`src/rtl/rts_pkg.sv`:
```
package rts_pkg;

    // Tile geometry.
    localparam int TILE_DIM       = 4;
    localparam int WORDS_PER_TILE = 8;
    localparam int PIXEL_BITS     = 32;

    // Alpha byte used when the input alpha is ignored.
    localparam logic [7:0] ALPHA_OPAQUE = 8'hFF;

    // Reset values of the configuration registers.
    localparam logic [10:0] LINE_WIDTH_RESET = 11'd1024;
    localparam logic        ALPHA_MODE_RESET = 1'b1;

    // Configuration register indexes.
    typedef enum logic
    {
        CFG_LINE_WIDTH = 1'b0,
        CFG_ALPHA_MODE = 1'b1
    } cfg_index_t;

    // One stored pixel: red, green, blue, alpha from the high byte down.
    typedef logic [PIXEL_BITS-1:0] pixel_t;

    // One tile row of four pixels, and a whole 4x4 tile.
    typedef pixel_t [TILE_DIM-1:0] tile_row_t;

    typedef struct packed
    {
        tile_row_t [TILE_DIM-1:0] row;
    } tile_t;

    // Configuration as seen by the datapath.
    typedef struct packed
    {
        logic [10:0] line_width_px;
        logic        alpha_mode;
    } cfg_t;

    // Fill status of the tile queue.
    typedef struct packed
    {
        logic full;
        logic empty;
    } q_stat_t;

    // Builds one output word from a tile row: alpha/red pairs or green/blue
    // pairs, with the first pixel in the top bits.
    function automatic logic [63:0] make_word(tile_row_t trow, logic green_blue);
        logic [63:0] word;
        pixel_t      p;
        word = '0;
        for (int k = 0; k < TILE_DIM; k++)
        begin
            p = trow[k];
            if (green_blue)
            begin
                word[63 - 16*k -: 16] = {p[23:16], p[15:8]};
            end
            else
            begin
                word[63 - 16*k -: 16] = {p[7:0], p[31:24]};
            end
        end
        return word;
    endfunction

endpackage

```
`src/rtl/rts_queue.sv`:
```
module rts_queue (
    input  logic             clk,
    input  logic             rst_n,
    input  logic             push,
    input  rts_pkg::tile_t   push_tile,
    input  logic             pop,
    output rts_pkg::tile_t   head,
    output rts_pkg::q_stat_t stat
);
    import rts_pkg::*;

    tile_t      entry_reg [2];
    logic       wr_ptr_reg, wr_ptr_next;
    logic       rd_ptr_reg, rd_ptr_next;
    logic [1:0] count_reg, count_next;

    assign stat.full  = (count_reg == 2'd2);
    assign stat.empty = (count_reg == 2'd0);
    assign head       = entry_reg[rd_ptr_reg];

    // Pointer and fill-count updates.
    always_comb
    begin
        wr_ptr_next = push ? !wr_ptr_reg : wr_ptr_reg;
        rd_ptr_next = pop ? !rd_ptr_reg : rd_ptr_reg;
        count_next  = count_reg;
        if (push && !pop)
        begin
            count_next = count_reg + 2'd1;
        end
        else if (pop && !push)
        begin
            count_next = count_reg - 2'd1;
        end
    end

    always_ff @(posedge clk or negedge rst_n)
    begin
        if (!rst_n)
        begin
            wr_ptr_reg <= 1'b0;
            rd_ptr_reg <= 1'b0;
            count_reg  <= 2'd0;
        end
        else
        begin
            wr_ptr_reg <= wr_ptr_next;
            rd_ptr_reg <= rd_ptr_next;
            count_reg  <= count_next;
        end
    end

    // Tile storage.
    always_ff @(posedge clk)
    begin
        if (push)
        begin
            entry_reg[wr_ptr_reg] <= push_tile;
        end
    end

endmodule

```
`config.mk`:
```
export PLATFORM = sky130hd
export DESIGN_NAME = rts_queue
export DESIGN_NICKNAME = d
export VERILOG_FILES = /design/src/rtl/rts_pkg.sv /design/src/rtl/rts_queue.sv
export SDC_FILE = /design/constraint.sdc
export NUM_CORES = 1
export LEC_CHECK = 0
export ABC_AREA = 1
export BUFFER_PORTS_ARGS = -buffer_cell sky130_fd_sc_hd__buf_2
export CORE_AREA = 2 2 406 408
export DETAILED_ROUTE_END_ITERATION = 10
export DIE_AREA = 0 0 408 410
export PLACE_DENSITY = 0.44
export REMOVE_ABC_BUFFERS = 1
export SYNTH_ARGS = -nofsm -noshare
export SYNTH_HDL_FRONTEND = slang
export SYNTH_SLANG_ARGS = --single-unit
```
`constraint.sdc`:
```
create_clock -name clk -period 48.6 [get_ports clk]
set_input_delay 9.72 -clock clk [delete_from_list [all_inputs] [get_ports clk]]
set_output_delay 9.72 -clock clk [all_outputs]
set_load 0.02 [all_outputs]
```
==> flow_metrics.tcl, run 1 <==
set metrics [dict create \
    ys.warnings.count 0 \
    crit_top_cell "buf_4" \
    grt_pass1_wl_um 144000 \
    rsz0062_at_grt "no" \
    synth_top_area_share_pct 82.4 \
    cts-buffers-inserted 114 \
    worstPathArrival_ns 4.77 \
    timing.final.crit_period_ns 14.49 \
    detailed_place_hpwl_um 72900 \
    status "finished clean" \
    ys_ff_latch 1028 \
    ctsResizeCount 0 \
    hp-class "register to register" \
    cts_sinks 1028 \
    grt_max_degree 144 \
    fmax_mhz 69.0 \
    postRouteAntennaNets 0 \
    die_width_um 408 \
    die_area_um2 167000 \
    grt_usage_pct 11.9 \
    cp_cell_sequence "buf_12, buf_4, buf_4, mux2_2, buf_2" \
    slew_headroom_pct 34.9 \
    grt_pass1_vias 20200 \
    rows 149 \
    final_layout_size_suffix_gt1_share_pct 60.6 \
    dr.first_iter.drc_count 1033 \
    skew_ns 0.0344 \
    final_cells 5019 \
    yosys.area.top_type "edfxtp_1" \
    start_util_pct 22.8 \
    h-tree-depth 3 \
    clk_pin_slew_ns 0.06 \
    die_h_um 410 \
    drc 0 \
    syn_area_per_cell_um2 23.1 \
    portBuffers 1029 \
    synth_cells 1618 \
    ir_drop_mv 0.0415 \
    grt.overflow.total 0 \
    routed_wl_um 103000 \
    power_leakage_nw 17.6 \
    gp_congestion 0.811 \
    start_kind "register" \
    crit_type "register to primary output" \
    min_period_over_period_pct 29.8 \
    nNetsFinal 3242 \
    worstPathRequired_ns 38.88 \
    dr_total_vias 19500 \
    powerDensity_nw_per_um2 61.5 \
    clock_latency_ns 0.75 \
    wl_per_cell_um 20.6 \
    cts.path.max_buffers 3 \
    cts_tree "yes" \
    ys_seq_area_share_pct 82.6 \
    drt_pass1_iterations 5 \
    coreArea_um2 163000 \
    boundaryPins 1030 \
    synth.area.top_cells "edfxtp_1 (82%), mux2_2 (15%), buf_6 (1.6%)" \
    area_growth_pct 29.6 \
    cap_violations 0 \
    slew_violations 0 \
    viasPerCell 3.88 \
    path_max_fanout 131 \
    fin_setup_tns_ns 0 \
    cts_setup_buffers 0 \
    largest_register_ffs 1024 \
    dp.cells 4798 \
    ys_types 13 \
    tightestPinTransition_ns 0.976 \
    setup_viol 0 \
    syn-cell-area_um2 37300 \
    ctsHoldBuffers 0 \
    cts_root_buffer "clkbuf_16" \
    end_kind "primary output" \
    antenna_found_initial 42 \
    crit_path_top_delay_cell "dfrtp_4" \
    hold_viol_final 0 \
    cpPeakStageDelay_ns 0.92 \
]
## cells in the final DEF (no fill, tap or decap), drive strengths merged
cell,synthesis,layout
nand4,1,1
buf,57,1048
nand2,5,5
clkinvlp,0,2
nand3,1,1
inv,7,12
bufinv,0,6
xor2,2,2
diode,0,13
nor2,3,3
xnor2,1,1
dfrtp,4,4
edfxtp,1024,1024
clkbuf,0,142
mux2,512,512
ha,1,1
clkinv,0,53
## cell usage after synthesis
master    number
mux2_2       512
nand2_1        5
dfrtp_1        4
nand4_1        1
inv_1          7
ha_1           1
nor2_1         3
edfxtp_1    1024
buf_2          4
xor2_1         2
buf_6         53
xnor2_1        1
nand3_1        1
## per-layer routing
layer | GRT usage [%] | vias to the layer above | share of wire (%)
met2 | 20.2 | 697 | 50
met4 | 2.97 | 36 | 2.0
li1 | - | 8740 | -
met3 | 5.24 | 188 | 9.3
met5 | 0 | - | 0.22
met1 | 13.6 | 9836 | 39
## kinds of logic after synthesis
logic type	Yosys count	share of synthesized area (%)
XOR/XNOR	3	0.0704
flip-flops	1028	82.6
adder cells (fa/ha/maj)	1	0.0335
multiplexers	512	15.4
buffers and inverters	64	1.72
AND/OR/NAND/NOR	10	0.111
## metrics by stage
stage | cell area [um^2] | total power [mW] | worst slack (ns) | utilization, % | hold slack (ns)
global route | 48400 | 3.11 | 33.75 | 29.6 | 0.554
global placement | 44800 | 2.21 | 34.17 | 27.4 | 0.483
finish | 48400 | 2.97 | 34.11 | 29.6 | 0.495
detailed placement | 44800 | 2.21 | 34.18 | 27.4 | 0.481
floorplan | 36700 | 2.07 | 16.05 | - | 0.463
CTS | 48400 | 3.04 | 33.92 | 29.6 | 0.496
## report_power, final
group / total, mW / switching, mW / internal, mW
clock network: 0.813 / 0.349 / 0.464
logic: 0.945 / 0.608 / 0.337
registers: 1.22 / 0.0397 / 1.18
## critical path, delay by kind of cell (launching register included)
| kind | cells | cell delay, ns |
|---|---|---|
| buf+inv | 4 | 2.26 |
| mux | 1 | 0.42 |
| flops | 1 | 0.92 |
## cell type report
type | count | area [um^2]
diodes | 13 | 32.5
clock buffers | 142 | 2960
clock inverters | 66 | 581
fillers | 16500 | 115000
inverters | 7 | 33.8
multi-input cells | 526 | 5850
flip-flops and latches | 1028 | 30900
well taps | 2189 | 2740
repair buffers | 1048 | 5340
## path summary, 6_finish.rpt
kind,endpoint,slack [ns],from,cells past startpoint
max,head[227],34.11,rd_ptr_reg,5
min,count_reg[1],0.49,count_reg[1],2
max reg2reg,entry_reg[1][184],43.71,wr_ptr_reg,6
min reg2reg,count_reg[1],0.49,count_reg[1],2
max in group asynchronous,rd_ptr_reg,39.64,rst_n,1
min in group asynchronous,wr_ptr_reg,8.81,rst_n,1
(Power assumes the default switching activity.)
==> run 2: changes to the inputs <==
--- a/config.mk
+++ b/config.mk
@@ -7,10 +7,10 @@
 export LEC_CHECK = 0
 export ABC_AREA = 1
 export BUFFER_PORTS_ARGS = -buffer_cell sky130_fd_sc_hd__buf_2
-export CORE_AREA = 2 2 406 408
+export CORE_AREA = 2 2 397 399
 export DETAILED_ROUTE_END_ITERATION = 10
-export DIE_AREA = 0 0 408 410
-export PLACE_DENSITY = 0.44
+export DIE_AREA = 0 0 399 401
+export PLACE_DENSITY = 0.46
 export REMOVE_ABC_BUFFERS = 1
 export SYNTH_ARGS = -nofsm -noshare
 export SYNTH_HDL_FRONTEND = slang
==> constraint.sdc (replaced) <==
create_clock -name clk -period 13.4 [get_ports clk]
set_input_delay 2.68 -clock clk [delete_from_list [all_inputs] [get_ports clk]]
set_output_delay 2.68 -clock clk [all_outputs]
set_load 0.02 [all_outputs]
==> flow_metrics.tcl, run 2 (same netlist as run 1, synthesis figures left out) <==
set metrics [dict create \
    dr.first_iter.drc_count 869 \
    setup_viol 0 \
    layout_common_cells "buf_2 (1029), edfxtp_1 (1024), mux2_2 (512)" \
    dpl_cell_area_um2 44700 \
    crit_path_top_delay_cell "buf_4" \
    routed_wl_um 102000 \
    antenna_found_initial 53 \
    clk_pin_slew_ns 0.06 \
    crit_top_cell "buf_4" \
    start_kind "register" \
    start_util_pct 24.0 \
    boundaryPins 1030 \
    ctsHoldBuffers 0 \
    cts-buffers-inserted 112 \
    dr_total_vias 19400 \
    hp-class "register to register" \
    slew_violations 0 \
    grt_pass1_wl_um 140000 \
    hold_viol_final 0 \
    status "finished clean" \
    rsz0062_at_grt "no" \
    fin_setup_tns_ns 0 \
    portBuffers 1029 \
    tightestPinTransition_ns 1.12 \
    die_area_um2 160000 \
    mostFrequentLayoutCell "buf_2" \
    ir_drop_mv 0.141 \
    multiInputGateArea_um2 5850 \
    grt_usage_pct 12.1 \
    rows 145 \
    cts_root_buffer "clkbuf_16" \
    crit_type "register to primary output" \
    die_width_um 399 \
    cap_violations 0 \
    cpPeakStageDelay_ns 0.96 \
    cts.path.max_buffers 3 \
    powerDensity_nw_per_um2 223 \
    ctsResizeCount 0 \
    detailed_place_hpwl_um 71700 \
    clock_latency_ns 0.73 \
    area_growth_pct 29.3 \
    gp_congestion 0.789 \
    fmax_mhz 148 \
    end_kind "primary output" \
    cts_tree "yes" \
    grt.overflow.total 0 \
    seq_area_um2 30900 \
    cts_sinks 1028 \
    crit_buf_inv 3 \
    postRouteAntennaNets 0 \
    min_period_over_period_pct 50.5 \
    fillCellCount 15500 \
    die_h_um 401 \
    cts_setup_buffers 0 \
    worstPathArrival_ns 4.08 \
    h-tree-depth 3 \
    viasPerCell 3.96 \
    skew_ns 0.0627 \
    worstPathRequired_ns 10.72 \
    final_layout_size_suffix_gt1_share_pct 60.5 \
    timing.final.crit_period_ns 6.76 \
    nNetsFinal 3237 \
    crit_family "buffers and inverters" \
    grt_pass1_vias 20100 \
    coreArea_um2 156000 \
    drt_pass1_iterations 4 \
    cp_cell_sequence "buf_4, buf_4, mux2_2, buf_2" \
    power_leakage_nw 17.6 \
    wl_per_cell_um 20.8 \
    largest_register_ffs 1024 \
    fin_area_um2 48300 \
    drc 0 \
    slew_headroom_pct 25.0 \
    grt_max_degree 142 \
    path_max_fanout 82 \
]
-- run 2: cell count changes in the layout (fill, tap and decap cells not counted), moves of 2 or more --
| cell | before | now |
|---|---|---|
| diode_2 | 13 | 21 |
| buf_4 | 15 | 10 |
| clkinv_1 | 35 | 38 |
| buf_12 | 4 | 6 |
| clkbuf_1 | 28 | 30 |
| clkinvlp_4 | 2 | 4 |
-- run 2: worst paths after layout --
check | end | slack, ns | depth (start not counted) | startpoint
max | head[432] | 6.64 | 4 | rd_ptr_reg
min | count_reg[1] | 0.49 | 2 | count_reg[1]
max reg2reg | entry_reg[0][481] | 10.02 | 4 | wr_ptr_reg
min reg2reg | count_reg[1] | 0.49 | 2 | count_reg[1]
max in group asynchronous | rd_ptr_reg | 11.45 | 1 | rst_n
min in group asynchronous | count_reg[1] | 1.80 | 1 | rst_n
-- run 2: area by class of cell --
cell class,count,share of cell area (%)
sequential,1028,63.9
multi-input combinational,526,12.1
timing repair buffer,1045,11.1
clock buffer,143,6.09
tap,2058,5.34
clock inverter,68,1.26
antenna,21,0.109
inverter,7,0.0700
-- run 2: worst min-delay path, stage by stage (launching register included) --
cell	delay, ns
dfrtp_1	0.36
nand2_1	0.06
nand2_1	0.04
-- run 2: metal layers --
metal | global-route usage (%) | wire length [um] | up-vias
met5 | 0 | 302 | -
met4 | 4.66 | 2690 | 46
met3 | 5.49 | 10300 | 204
met2 | 21.4 | 52100 | 694
met1 | 12.5 | 36400 | 9690
li1 | - | - | 8739
-- run 2: stage by stage --
step / setup slack (ns) / util, % / instances / hold WS [ns] / power [mW]
2_1_floorplan: -12.11 / - / 1561 / 0.463 / 7.51
3_3_place_gp: 7.23 / 28.7 / 4664 / 0.480 / 8.00
3_5_place_dp: 7.24 / 28.7 / 4664 / 0.480 / 7.99
4_1_cts: 6.46 / 31.0 / 4875 / 0.495 / 11.0
5_1_grt: 6.35 / 31.0 / 4890 / 0.540 / 11.3
6_report: 6.64 / 31.0 / 4896 / 0.491 / 10.8
-- run 2: power by group --
group | internal [mW] | switching, mW
Combinational | 1.23 | 2.19
Clock | 1.69 | 1.26
Sequential | 4.27 | 0.140
==> run 3: changes to the inputs <==
--- a/config.mk
+++ b/config.mk
@@ -7,9 +7,9 @@
 export LEC_CHECK = 0
 export ABC_AREA = 1
 export BUFFER_PORTS_ARGS = -buffer_cell sky130_fd_sc_hd__buf_2
-export CORE_AREA = 2 2 397 399
+export CORE_AREA = 2 2 405 407
 export DETAILED_ROUTE_END_ITERATION = 10
-export DIE_AREA = 0 0 399 401
+export DIE_AREA = 0 0 407 409
 export PLACE_DENSITY = 0.46
 export REMOVE_ABC_BUFFERS = 1
 export SYNTH_ARGS = -nofsm -noshare
==> constraint.sdc (replaced) <==
create_clock -name clk -period 6.2 [get_ports clk]
set_input_delay 1.24 -clock clk [delete_from_list [all_inputs] [get_ports clk]]
set_output_delay 1.24 -clock clk [all_outputs]
set_load 0.02 [all_outputs]
==> flow_metrics.tcl, run 3 (same netlist as run 1, synthesis figures left out) <==
set metrics [dict create \
    hp-class "input port to asynchronous set/reset pin" \
    coreArea_um2 162000 \
    ir_drop_mv 0.313 \
    dp.cells 4802 \
    area_growth_pct 30.1 \
    viasPerCell 3.89 \
    r2r-end "entry_reg[1][158]" \
    gp_congestion 0.797 \
    antenna_found_initial 75 \
    grt_max_degree 143 \
    wl_per_cell_um 20.5 \
    start_util_pct 23.0 \
    cts.path.max_buffers 3 \
    timing.final.crit_period_ns 4.28 \
    layout_common_cells "buf_2 (1029), edfxtp_1 (1024), mux2_2 (512)" \
    ctsHoldBuffers 0 \
    portBuffers 1029 \
    cts_root_buffer "clkbuf_16" \
    skew_ns 0.0505 \
    mostFrequentLayoutCell "buf_2" \
    die_width_um 407 \
    fin_setup_tns_ns 0 \
    h-tree-depth 3 \
    reg2reg_from "wr_ptr_reg" \
    drt_pass1_iterations 5 \
    slew_violations 0 \
    cts-buffers-inserted 111 \
    power_leakage_nw 17.7 \
    slew_headroom_pct 42.1 \
    rsz0062_at_grt "no" \
    setup_viol 0 \
    routed_wl_um 103000 \
    finalPower_mw 23.3 \
    reg2reg_depth 3 \
    final_layout_size_suffix_gt1_share_pct 61.1 \
    drc 0 \
    boundaryPins 1030 \
    dr_total_vias 19600 \
    whs_ns 0.353 \
    tightestPinTransition_ns 0.869 \
    grt_pass1_wl_um 141000 \
    worstPathArrival_ns 3.04 \
    clk_pin_slew_ns 0.06 \
    die_h_um 409 \
    cts_setup_buffers 0 \
    crit_type "register to primary output" \
    ff2ff_setup_slack_ns 4.02 \
    rows 148 \
    nNetsFinal 3257 \
    grt.overflow.total 0 \
    start_kind "register" \
    dr.first_iter.drc_count 1031 \
    fmax_mhz 234 \
    cts_tree "yes" \
    clock_latency_ns 0.73 \
    cts_sinks 1028 \
    largest_register_ffs 1024 \
    die_area_um2 166000 \
    grt_pass1_vias 20100 \
    status "finished clean" \
    ctsResizeCount 0 \
    cap_violations 0 \
    worstPathRequired_ns 4.96 \
    powerDensity_nw_per_um2 480 \
    path_max_fanout 114 \
    hold_viol_final 0 \
    detailed_place_hpwl_um 73200 \
    end_kind "primary output" \
    grt_usage_pct 11.8 \
    min_period_over_period_pct 69.0 \
    postRouteAntennaNets 0 \
    final_cells 5033 \
]
run 3: layout make-up:
type / count / area (um^2)
fillers: 16300 / 113000
diodes: 27 / 67.6
flip-flops and latches: 1028 / 30900
clock buffers: 141 / 2890
clock inverters: 63 / 609
multi-input cells: 526 / 5850
well taps: 2175 / 2720
repair buffers: 1066 / 5540
inverters: 7 / 33.8
run 3: critical path: stages (launching register included):
cell	delay [ns]
dfrtp_4	1.00
buf_12	0.43
mux2_2	0.43
buf_2	0.16
run 3: worst max-delay path by stage:
stage               startpoint         endpoint  slack [ns]
CTS                 rd_ptr_reg        head[324]        1.78
global placement    rd_ptr_reg        head[324]        2.63
floorplan                 push  entry_reg[0][0]      -17.87
global route        rd_ptr_reg         head[97]        1.73
detailed placement  rd_ptr_reg        head[163]        2.58
finish              rd_ptr_reg         head[97]        1.92
run 3: layer usage:
metal / global-route usage (%) / vias to the layer above / wire length (um)
li1: - / 8784 / -
met1: 12.5 / 9709 / 37300
met2: 20.0 / 774 / 51000
met3: 5.83 / 246 / 11100
met4: 4.42 / 50 / 3340
met5: 0 / - / 315
run 3: power by group:
part | internal (mW) | total (mW) | switching, mW
logic | 2.73 | 7.42 | 4.69
clock network | 3.63 | 6.35 | 2.72
registers | 9.21 | 9.56 | 0.344
total | 15.6 | 23.3 | 7.75
run 3: per-stage QoR:
| step | cell area (um^2) | utilization [%] | worst slack [ns] |
|---|---|---|---|
| after floorplan | 36700 | - | -17.87 |
| after global placement | 45000 | 27.8 | 2.63 |
| after detailed placement | 45000 | 27.8 | 2.58 |
| after CTS | 48500 | 29.9 | 1.78 |
| after global routing | 48500 | 30.0 | 1.73 |
| final | 48600 | 30.0 | 1.92 |
