`config.mk`:
```
export PLATFORM = sky130hd
export DESIGN_NAME = rts_back
export DESIGN_NICKNAME = d
export VERILOG_FILES = /design/src/rtl/rts_pkg.sv /design/src/rtl/rts_back.sv
export SDC_FILE = /design/constraint.sdc
export NUM_CORES = 1
export LEC_CHECK = 0
export ABC_AREA = 1
export ABC_CLOCK_PERIOD_IN_PS = 3300
export BUFFER_PORTS_ARGS = -buffer_cell sky130_fd_sc_hd__buf_2
export CORE_AREA = 2 2 229 231
export CTS_CLUSTER_SIZE = 12
export DETAILED_ROUTE_END_ITERATION = 10
export DIE_AREA = 0 0 231 233
export GPL_TIMING_DRIVEN = 0
export PLACE_DENSITY = 0.45
export SLEW_MARGIN = 20
export SYNTH_ARGS = -nofsm -noshare
export SYNTH_HDL_FRONTEND = slang
export SYNTH_SLANG_ARGS = --single-unit
```
`constraint.sdc`:
```
create_clock -name clk -period 3.3 [get_ports clk]
set_clock_uncertainty 0.05 [all_clocks]
set_input_delay 0.165 -clock clk [delete_from_list [all_inputs] [get_ports clk]]
set_output_delay 0.165 -clock clk [all_outputs]
set_load 0.05 [all_outputs]
```
`src/rtl/rts_pkg.sv`:
```
package rts_pkg;

    // Tile geometry.
    localparam int TILE_DIM       = 4;
    localparam int WORDS_PER_TILE = 8;
    localparam int PIXEL_BITS     = 32;

    // Alpha byte used when the input alpha is ignored.
    localparam logic [7:0] ALPHA_OPAQUE = 8'hFF;

    // Reset values of the configuration registers.
    localparam logic [10:0] LINE_WIDTH_RESET = 11'd1024;
    localparam logic        ALPHA_MODE_RESET = 1'b1;

    // Configuration register indexes.
    typedef enum logic
    {
        CFG_LINE_WIDTH = 1'b0,
        CFG_ALPHA_MODE = 1'b1
    } cfg_index_t;

    // One stored pixel: red, green, blue, alpha from the high byte down.
    typedef logic [PIXEL_BITS-1:0] pixel_t;

    // One tile row of four pixels, and a whole 4x4 tile.
    typedef pixel_t [TILE_DIM-1:0] tile_row_t;

    typedef struct packed
    {
        tile_row_t [TILE_DIM-1:0] row;
    } tile_t;

    // Configuration as seen by the datapath.
    typedef struct packed
    {
        logic [10:0] line_width_px;
        logic        alpha_mode;
    } cfg_t;

    // Fill status of the tile queue.
    typedef struct packed
    {
        logic full;
        logic empty;
    } q_stat_t;

    // Builds one output word from a tile row: alpha/red pairs or green/blue
    // pairs, with the first pixel in the top bits.
    function automatic logic [63:0] make_word(tile_row_t trow, logic green_blue);
        logic [63:0] word;
        pixel_t      p;
        word = '0;
        for (int k = 0; k < TILE_DIM; k++)
        begin
            p = trow[k];
            if (green_blue)
            begin
                word[63 - 16*k -: 16] = {p[23:16], p[15:8]};
            end
            else
            begin
                word[63 - 16*k -: 16] = {p[7:0], p[31:24]};
            end
        end
        return word;
    endfunction

endpackage

```
`src/rtl/rts_back.sv`:
```
module rts_back (
    input  logic             clk,
    input  logic             rst_n,
    input  rts_pkg::tile_t   head,
    input  rts_pkg::q_stat_t q_stat,
    output logic             pop,
    output logic             out_valid,
    input  logic             out_ready,
    output logic [63:0]      tile_word,
    output logic [2:0]       word_index,
    output logic             last_of_tile
);
    import rts_pkg::*;

    logic [2:0]  cnt_reg;
    logic        valid_reg, valid_next;
    logic [63:0] word_reg;
    logic [2:0]  index_reg;
    logic        last_reg;
    logic        load;
    logic        at_last;

    // A new word is loaded when the output register is free or being drained.
    assign load    = !q_stat.empty && (!valid_reg || out_ready);
    assign at_last = (cnt_reg == 3'(WORDS_PER_TILE - 1));
    assign pop     = load && at_last;

    always_comb
    begin
        valid_next = valid_reg;
        if (load)
        begin
            valid_next = 1'b1;
        end
        else if (out_ready)
        begin
            valid_next = 1'b0;
        end
    end

    always_ff @(posedge clk or negedge rst_n)
    begin
        if (!rst_n)
        begin
            cnt_reg   <= 3'd0;
            valid_reg <= 1'b0;
        end
        else
        begin
            valid_reg <= valid_next;
            if (load)
            begin
                cnt_reg <= cnt_reg + 3'd1;
            end
        end
    end

    // Output word register: row from the low count bits, pair kind from the top bit.
    always_ff @(posedge clk)
    begin
        if (load)
        begin
            word_reg  <= make_word(head.row[cnt_reg[1:0]], cnt_reg[2]);
            index_reg <= cnt_reg;
            last_reg  <= at_last;
        end
    end

    assign out_valid    = valid_reg;
    assign tile_word    = word_reg;
    assign word_index   = index_reg;
    assign last_of_tile = last_reg;

endmodule

```
==> results of run 1 <==
[per-layer routing]
layer  vias to the layer above  track usage  share of wire
met5                         -            0              0
met3                        61       0.0308          0.060
li1                       6303            -              -
met4                         0       0.0575          0.024
met2                       502        0.305           0.48
met1                      5605        0.221           0.44
[area by class of cell]
| type | instances | area share |
|---|---|---|
| diodes | 2 | 0.000374 |
| plain buffers | 99 | 0.0501 |
| clock buffers | 9 | 0.0168 |
| clock inverters | 7 | 0.00533 |
| inverters | 519 | 0.146 |
| multi-input cells | 1099 | 0.334 |
| flip-flops and latches | 72 | 0.160 |
| well taps | 680 | 0.0636 |
| repair buffers | 589 | 0.223 |
[power by group]
part	total, uW	switching (uW)	leakage (uW)	internal (uW)
Clock	1060	471	0.000139	586
Combinational	7930	5540	0.00828	2390
Sequential	1630	101	0.000702	1530
[metrics by stage]
stage / area [um^2] / worst slack, ns / setup TNS (ns) / power (uW)
6_report: 13400 / 1.19 / 0 / 10600
5_1_grt: 13400 / 1.00 / 0 / 11600
4_1_cts: 13400 / 0.981 / 0 / 10800
3_5_place_dp: 13000 / 1.02 / 0 / 9730
3_3_place_gp: 13000 / -0.318 / -21.85 / 9700
2_1_floorplan: 9230 / 0.644 / 0 / 6990
[path summary, 6_finish.rpt]
| path | start | endpoint | cells after the start |
|---|---|---|---|
| max reg2reg | cnt_reg[2]$_DFFE_PN0P_ | tile_word[33]$_DFFE_PP_ | 4 |
| min in group clk | head[99] | tile_word[11]$_DFFE_PP_ | 7 |
| max | cnt_reg[2]$_DFFE_PN0P_ | tile_word[33]$_DFFE_PP_ | 4 |
| min reg2reg | cnt_reg[2]$_DFFE_PN0P_ | word_index[2]$_DFFE_PP_ | 0 |
| max in group asynchronous | rst_n | out_valid$_DFFE_PN0P_ | 2 |
| min | rst_n | cnt_reg[1]$_DFFE_PN0P_ | 2 |
[cells by family after synthesis]
logic type | Yosys count
xor+xnor | 1
compound gates | 2
buf+inv | 618
simple gates | 1094
fa+ha+maj | 2
flops | 72
[cells in the mapped netlist (all sizes together)]
cell and n:
buf 90, clkbuf 9, dfrtp 4, edfxtp 68
ha 2, inv 519, nand2 837, nand3 256
nor2 1, o21ai 2, xor2 1
[critical path: stages (launching register included)]
cell and delay (ns):
dfrtp_1 0.42, clkbuf_1 0.75, clkbuf_1 0.51, nand2_1 0.14
nand2_1 0.09
==> metrics, run 1 <==
largest family of logic cells by synthesized area simple AND/OR/NAND/NOR gates; Layout Utilization 0.262; post-synth top area share 0.340; # DRC 0; R2R setup slack around 1.2 ns; number of antenna violations at the first check in global routing 3; Simple-Gate Fraction of Synth Area 0.479; pins over their slew limit 0; GP Congestion about 0.98; final wirelength around 50,000 um; Post-Synthesis Cells roughly 1,800; Root Buffer clkbuf_16; Synth area leaders nand2_1, edfxtp_1, inv_1; Final Hold Viols 0; post-DP HPWL between 40,000 and 50,000 um; multiplexer area fraction after synthesis 0; Slew @ Worst Pin 1.06 ns; Worst Hold Class in2async; CP startpoint kind flop; Top-Level Pins 587; gr usage total 0.177; power density over the cells 794 mW/mm^2; CTS H-tree lvls 3; Post-Synth Adder-Cell Area 0.00271; post-synthesis xor/xnor area fraction 0.000949; number of flip-flops in the largest register 64; DRT Pass-1 Iters 6; most common library cell in the layout ignoring fill and taps nand2_1; Unique masters post-synth 15; post_cts resized 0; Crit path arrival time 2.30 ns; total of max-cap violations 0; Hold Slack approximately 0.12 ns; Yosys reg bits 72; Initial Util 0.181; Chip Width about 230 um; Final setup viols 0; worst-case clock buffer depth 2; Cell Count, Final, Fillers Out about 3,000; mean post-synth cell area 5.16 um^2; routed vias 12,500; syn_nets roughly 2,300; post-CTS setup buffer count 0; FMAX approximately 470 MHz; vias in the first global route ~13,000; first-pass GRT wire length between 70,000 and 80,000 um; P_leak 0.00912 uW; CTS tree done; most frequent cells in the layout nand2_1, buf_2, inv_1, nand3_1, edfxtp_1; clk sink count 72; area of the multi-input gates between 0.004 and 0.005 mm^2; TritonCTS buffer count 9; cell taking the most area after synthesis nand2_1; RSZ-0062 raised after global routing false; drt wl/cell 16.0 um; Worst-Skew Late Latency about 0.37 ns; core footprint 0.0511 mm^2; status complete, no violations; Slew HR 0.293; Period Utilization, post-route 0.640; FP Rows 83; sequential area share after synthesis 0.232; largest net degree at the start of global routing 44; maximum vdd drop between 0.2 and 0.3 mV; Period minus WS final ~2.1 ns; WS Path Type reg2reg; remaining antenna violation count after routing 0; layout cells sized above 1 0.289; Area Growth Syn to Fin 44.8%; grt ovf 0; mapped cell area about 0.0092 mm^2; Worst EP required around 3.5 ns; final-stage net count between 2,000 and 3,000; crit path max fanout 10; YS warnings 0; fillers 6,091; Setup crit end kind flop; placed cell count just over 3,000; I/O Buffers 585; vias per std cell around 4.1; CTS clock-pin slew for the worst setup and hold paths around 0.07 ns; # hold bufs at CTS 3; die extent in y between 200 and 250 um; Die ar. between 0.05 and 0.06 mm^2; Detailed Route Iter0 Violations about 560; Synth Area in Compound Gates 0.00108; register area between 0.002 and 0.0025 mm^2
Note: power is estimated with default switching activity, not from simulation.
==> run 2: changes to the inputs <==
==> config.mk (replaced) <==
export PLATFORM = sky130hd
export DESIGN_NAME = rts_back
export DESIGN_NICKNAME = d
export VERILOG_FILES = /design/src/rtl/rts_pkg.sv /design/src/rtl/rts_back.sv
export SDC_FILE = /design/constraint.sdc
export NUM_CORES = 1
export LEC_CHECK = 0
export ABC_AREA = 0
export ABC_CLOCK_PERIOD_IN_PS = 1800
export BUFFER_PORTS_ARGS = -buffer_cell sky130_fd_sc_hd__buf_2
export CORE_AREA = 2 2 231 233
export CTS_CLUSTER_SIZE = 12
export DETAILED_ROUTE_END_ITERATION = 10
export DIE_AREA = 0 0 233 235
export GPL_TIMING_DRIVEN = 0
export PLACE_DENSITY = 0.39
export SLEW_MARGIN = 20
export SYNTH_ARGS = -nofsm -noshare
export SYNTH_HDL_FRONTEND = slang
export SYNTH_SLANG_ARGS = --single-unit
==> constraint.sdc (replaced) <==
create_clock -name clk -period 1.8 [get_ports clk]
set_clock_uncertainty 0.05 [all_clocks]
set_input_delay 0.09 -clock clk [delete_from_list [all_inputs] [get_ports clk]]
set_output_delay 0.09 -clock clk [all_outputs]
set_load 0.05 [all_outputs]
==> metrics, run 2 <==
placed cell count 1,586 (-48%); CP startpoint kind flop; Period Utilization, post-route 1.12 (+0.479); gr usage total 0.124 (-0.0521); clk sink count 72 (unchanged); most common library cell in the layout ignoring fill and taps buf_2; clock share of power 0.121 (+0.021); post-synth top area share 0.476 (+0.136); Initial Util 0.116 (-0.0649); Final Hold Viols 0 (unchanged); cell taking the most area after synthesis mux4_2; Root Buffer clkbuf_16; Slew HR 0.742 (+0.449); Slew @ Worst Pin 0.387 ns (-0.674 ns); final wirelength 34,900 um (-29%); DRT Pass-1 Iters 4 (-2); Die ar. 0.0548 mm^2 (+1.7%); Top FF cell, synth edfxtp_1; GP Congestion 0.836 (-15%); RSZ-0062 raised after global routing true; NetSw 7020 uW (+15%); Post-synth EDFFs 68 (unchanged); fillers 5,657 (-7.1%); failing checks negative setup slack; FP Rows 84 (+1.2%); sequential area share after synthesis 0.354 (+0.122); status complete, but fails checks; RR Startpoint cnt_reg[0]$_DFFE_PN0P_; first-pass GRT wire length 47,800 um (-33%); most frequent cells in the layout buf_2, mux4_2, edfxtp_1, mux2_2, mux2_4; CTS H-tree lvls 3 (unchanged); syn_nets 828 (-64%); post-route setup slack -0.214 ns (-1.40 ns); Setup crit end kind flop; Logic pwr share 0.706 (-0.041); mean post-synth cell area 19.6 um^2 (+280%); Layout Utilization 0.209 (-0.0527); Reg power frac 0.173 (+0.019); # DRC 0 (unchanged); total of max-cap violations 0 (unchanged); Yosys reg bits 72 (unchanged); largest net degree at the start of global routing 20 (-55%); Period minus WS final 2.01 ns (-0.0979 ns); Worst-Skew Late Latency 0.37 ns (about the same); maximum vdd drop 0.522 mV (+100%); post-DP HPWL 29,200 um (-27%); Crit path arrival time 2.09 ns (-0.21 ns); remaining antenna violation count after routing 0 (unchanged); number of antenna violations at the first check in global routing 4 (+1); crit path max fanout 7 (-3); Detailed Route Iter0 Violations 209 (-62%); CTS clock-pin slew for the worst setup and hold paths 0.07 ns (about the same); YS warnings 0 (unchanged); FMAX 496 MHz (+4.9%); P_leak 0.00480 uW (-47%); setup TNS -9.96 ns (-9.96 ns); core footprint 0.0522 mm^2 (+2.2%); Synth area leaders mux4_2, edfxtp_1, mux2_2; grt ovf 0 (unchanged); Unique masters post-synth 15 (unchanged); mapped cell area 0.00605 mm^2 (-34%); layout cells sized above 1 0.918 (+0.629); Hold Slack 0.0418 ns (-0.0798 ns); Final setup viols 65 (+65); CTS tree done; drt wl/cell 21.5 um (+35%); count leader, synth mux4_2; Worst EP required 1.88 ns (-1.60 ns); Sw Ratio 0.410 (-0.166); Cell Count, Final, Fillers Out 1,620 (-47%); Int Pwr 10,100 uW (+120%); WS Path Type reg2reg; routed vias 6,181 (-50%); Post-Synthesis Cells 309 (-83%); power density over the cells 1570 mW/mm^2 (+97%); die extent in y 235 um (+0.86%); vias per std cell 3.82 (-5.9%); Area Growth Syn to Fin 80.4%; worst-case clock buffer depth 2 (unchanged); Commonest cells post-synth mux4_2, edfxtp_1, mux2_2; TritonCTS buffer count 9 (unchanged); I/O Buffers 585 (unchanged); final-stage net count 1,442 (-50%); Worst Hold Class in2async; vias in the first global route 6,983 (-44%); pins over their slew limit 0 (unchanged); Crit. Startpoint cnt_reg[0]$_DFFE_PN0P_; Chip Width 233 um (+0.87%); number of flip-flops in the largest register 64 (unchanged); Top-Level Pins 587 (unchanged); post-synthesis async set-or-reset flop share 0.0556 (unchanged)
-- run 2: cell count changes after synthesis, moves of 14 or more --
cell / previous run / this run
inv_1: 518 / 2
mux4_2: 0 / 128
nand3_1: 256 / 0
buf_2: 56 / 3
nand2_1: 837 / 0
mux2_2: 0 / 66
buf_6: 25 / 11
-- run 2: cell type report --
| cell class | count | area (um^2) | area share |
|---|---|---|---|
| clock inverters | 7 | 95.1 | 0.00871 |
| clock buffers | 9 | 225 | 0.0206 |
| flip-flops and latches | 72 | 2150 | 0.197 |
| repair buffers | 604 | 3330 | 0.305 |
| plain buffers | 34 | 423 | 0.0387 |
| diodes | 4 | 10.0 | 0.000917 |
| well taps | 688 | 861 | 0.0788 |
| inverters | 2 | 7.51 | 0.000688 |
| multi-input cells | 200 | 3820 | 0.350 |
-- run 2: final timing paths --
kind | endpoint | slack (ns) | depth (start not counted)
worst max-delay path | tile_word[18]$_DFFE_PP_ | -0.21 | 5
worst min-delay path | cnt_reg[1]$_DFFE_PN0P_ | 0.04 | 2
worst max register to register | tile_word[18]$_DFFE_PP_ | -0.21 | 5
worst min register to register | word_index[0]$_DFFE_PP_ | 0.55 | 0
max in group asynchronous | out_valid$_DFFE_PN0P_ | 1.51 | 2
min in group clk | tile_word[28]$_DFFE_PP_ | 0.15 | 3
-- run 2: timing repair --
item | in CTS | in global routing
pin swaps | 1 | 0
hold endpoints to repair | 5 | 0
endpoints found under the setup margin | 66 | 65
cloned | 5 | 3
gates resized for setup | 70 | 17
hold buffers | 3 | 0
buffers inserted | 6 | 0
-- run 2: metal layers --
| layer | vias to the layer above | GRT usage | routed length (um) |
|---|---|---|---|
| li1 | 2673 | - | - |
| met3 | 36 | 0.0323 | 2380 |
| met2 | 321 | 0.210 | 17200 |
| met1 | 3151 | 0.151 | 14500 |
| met4 | 0 | 0.0450 | 715 |
| met5 | - | 0 | 0 |
-- run 2: logic make-up (layout without fill, tap and decap cells) --
| group | Yosys count | after routing | share of synthesized area |
|---|---|---|---|
| AO/OA/AOI/OAI | 2 | 2 | 0.00165 |
| XOR/XNOR | 1 | 1 | 0.00145 |
| adder cells (fa/ha/maj) | 2 | 2 | 0.00413 |
| buffers and inverters | 37 | 656 | 0.0385 |
| flip-flops | 72 | 72 | 0.354 |
| multiplexers | 194 | 194 | 0.599 |
| other | 0 | 4 | 0 |
| AND/OR/NAND/NOR | 1 | 1 | 0.00103 |
-- run 2: critical path: stages, from the launching register on --
cell	delay (ns)
dfrtp_2	0.46
buf_12	0.20
buf_12	0.13
buf_12	0.12
mux4_2	0.51
mux2_2	0.28
-- run 2: power groups by stage --
stage	Clock [uW]	Combinational (uW)	Sequential, uW
final	2080	12100	2960
after global routing	2240	12800	3030
after CTS	2230	12100	2970
after detailed placement	0	10900	2990
after global placement	0	10900	2980
after floorplan	0	6140	4610
-- run 2: per-stage QoR --
step                worst slack [ns]  power [uW]  cell area [um^2]
finish                        -0.214       17100             10900
CTS                           -0.267       17300             10800
floorplan                     -0.667       10800              6180
global route                  -0.282       18100             10900
detailed placement             -1.07       13900             10100
global placement               -1.68       13900              9970
==> run 3: changes to the inputs <==
--- a/config.mk
+++ b/config.mk
@@ -7,7 +7,7 @@
 export LEC_CHECK = 0
 export ABC_AREA = 0
 export ABC_CLOCK_PERIOD_IN_PS = 1800
-export BUFFER_PORTS_ARGS = -buffer_cell sky130_fd_sc_hd__buf_2
+export BUFFER_PORTS_ARGS = -buffer_cell sky130_fd_sc_hd__buf_4
 export CORE_AREA = 2 2 231 233
 export CTS_CLUSTER_SIZE = 12
 export DETAILED_ROUTE_END_ITERATION = 10
==> metrics, run 3 (same netlist as run 2, synthesis figures left out) <==
Worst-Skew Late Latency 0.37 ns (about the same); CTS tree done; clock share of power 0.108 (-0.013); gr usage total 0.131 (+0.00625); failing checks negative setup slack; largest net degree at the start of global routing 28 (+40%); CTS clock-pin slew for the worst setup and hold paths 0.07 ns (about the same); Worst EP required 1.88 ns (about the same); Int Pwr 10,900 uW (+8.4%); Crit path arrival time 2.07 ns (-0.02 ns); vias in the first global route 6,835 (-2.1%); Layout Utilization 0.240 (+0.0312); post-route setup slack -0.187 ns (+0.0272 ns); NetSw 7160 uW (+2.0%); Area Growth Syn to Fin 107%; DRT Pass-1 Iters 4 (unchanged); area of the multi-input gates 0.00383 mm^2 (about the same); GP Congestion 0.873 (+4.4%); M1 WL 14,900 um (+2.6%); Final Hold Viols 0 (unchanged); R2R setup slack -0.19 ns (+0.03 ns); Top Layer Used met4; power density over the cells 1440 mW/mm^2 (-8.0%); placed cell count 1,586 (unchanged); worst-case clock buffer depth 2 (unchanged); status complete, but fails checks; Slew @ Worst Pin 0.820 ns (+0.433 ns); Sw Ratio 0.395 (-0.0145); drt wl/cell 22.8 um (+5.9%); first-pass GRT wire length 50,100 um (+4.8%); vias per std cell 3.77 (-1.2%); Top-Level Pins 587 (unchanged); clk sink count 72 (unchanged); total of max-cap violations 0 (unchanged); Reg power frac 0.164 (-0.009); placed cell areas 0.0115 mm^2 (+15%); Detailed Route Iter0 Violations 219 (+4.8%); number of antenna violations at the first check in global routing 0 (-4); I/O Buffers 585 (unchanged); most common library cell in the layout ignoring fill and taps buf_4; RSZ-0062 raised after global routing true; layout cells sized above 1 0.917 (-0.000994); final wirelength 37,100 um (+6.5%); setup TNS -8.03 ns (+1.93 ns); DR WL met2 18,700 um (+8.4%); crit path max fanout 6 (-1); core footprint 0.0522 mm^2 (unchanged); WS Path Type reg2reg; Period minus WS final 1.99 ns (-0.0272 ns); routed wl met3 2970 um (+25%); pins over their slew limit 0 (unchanged); FMAX 503 MHz (+1.4%); CTS H-tree lvls 3 (unchanged); register area 0.00215 mm^2 (about the same); Hold Slack 0.0395 ns (-0.00231 ns); Die ar. 0.0548 mm^2 (unchanged); routed vias 6,142 (-0.63%); Final setup viols 65 (unchanged); post-DP HPWL 30,500 um (+4.6%); Cell Count, Final, Fillers Out 1,629 (+0.56%); Slew HR 0.453 (-0.289); Chip Width 233 um (unchanged); maximum vdd drop 0.599 mV (+15%); grt ovf 0 (unchanged); Worst Hold Class in2async; final-stage net count 1,455 (+0.90%); Final Cell Area 0.0125 mm^2 (+15%); die extent in y 235 um (unchanged); P_leak 0.00539 uW (+12%); Setup crit end kind flop; TritonCTS buffer count 9 (unchanged); number of flip-flops in the largest register 64 (unchanged); Antenna diodes 0 (-4); most frequent cells in the layout buf_4, mux4_2, edfxtp_1, mux2_2, mux2_4; CP startpoint kind flop; # DRC 0 (unchanged); Initial Util 0.116 (unchanged); FP Rows 84 (unchanged); Period Utilization, post-route 1.10 (-0.0151); remaining antenna violation count after routing 0 (unchanged); Root Buffer clkbuf_16; fillers 5,527 (-2.3%); Logic pwr share 0.727 (+0.021)
## run 3: cell count changes in the layout (fill, tap and decap cells not counted), sizes merged
cell,previous run,this run
bufinv,2,1
diode,4,0
inv,3,2
buf,620,632
clkbuf,24,26
clkinv,3,4
## run 3: cell type report
type                            instances  share of cell area
Multi-Input combinational cell        200               0.305
Timing Repair Buffer                  616               0.396
Sequential cell                        72               0.171
Inverter                                2            0.000598
Tap cell                              688              0.0686
Buffer                                 35              0.0355
Clock inverter                          6             0.00479
Clock buffer                           10              0.0183
## run 3: metrics by stage
step	power (uW)	setup slack (ns)
3_5_place_dp	14500	-1.08
2_1_floorplan	10800	-0.667
6_report	18100	-0.187
3_3_place_gp	14500	-1.72
5_1_grt	19100	-0.242
4_1_cts	17900	-0.214
## run 3: what timing repair did
item                                    in CTS  in global routing
setup buffers                               15                  0
hold buffers                                 3                  0
resized for setup                           71                 14
endpoints found under the setup margin      83                 65
pin swaps                                    2                  0
hold endpoints to repair                     5                  0
gates cloned                                 3                  7
## run 3: power groups by stage
stage,Clock [uW],Combinational [uW],Sequential [uW]
after floorplan,0,6140,4610
after global placement,0,11500,3010
after detailed placement,0,11500,3010
after CTS,2110,12800,2990
after global routing,2130,13900,3030
final,1960,13200,2980
## run 3: critical path: stages, from the launching register on
cell	delay, ns
dfrtp_2	0.41
buf_12	0.15
buf_12	0.15
buf_12	0.13
mux4_2	0.54
mux2_4	0.30
## run 3: path summary, 6_finish.rpt
check / depth (start not counted) / endpoint / start
worst max-delay path: 5 / tile_word[22]$_DFFE_PP_ / cnt_reg[0]$_DFFE_PN0P_
worst min-delay path: 2 / cnt_reg[2]$_DFFE_PN0P_ / rst_n
worst max register to register: 5 / tile_word[22]$_DFFE_PP_ / cnt_reg[0]$_DFFE_PN0P_
worst min register to register: 0 / word_index[0]$_DFFE_PP_ / cnt_reg[0]$_DFFE_PN0P_
max in group asynchronous: 2 / out_valid$_DFFE_PN0P_ / rst_n
min in group clk: 3 / tile_word[56]$_DFFE_PP_ / head[0]
## run 3: metal layers
| layer | up-vias | track usage |
|---|---|---|
| met1 | 3122 | 0.159 |
| met5 | - | 0 |
| met2 | 316 | 0.222 |
| met4 | 0 | 0.0405 |
| met3 | 20 | 0.0364 |
| li1 | 2684 | - |
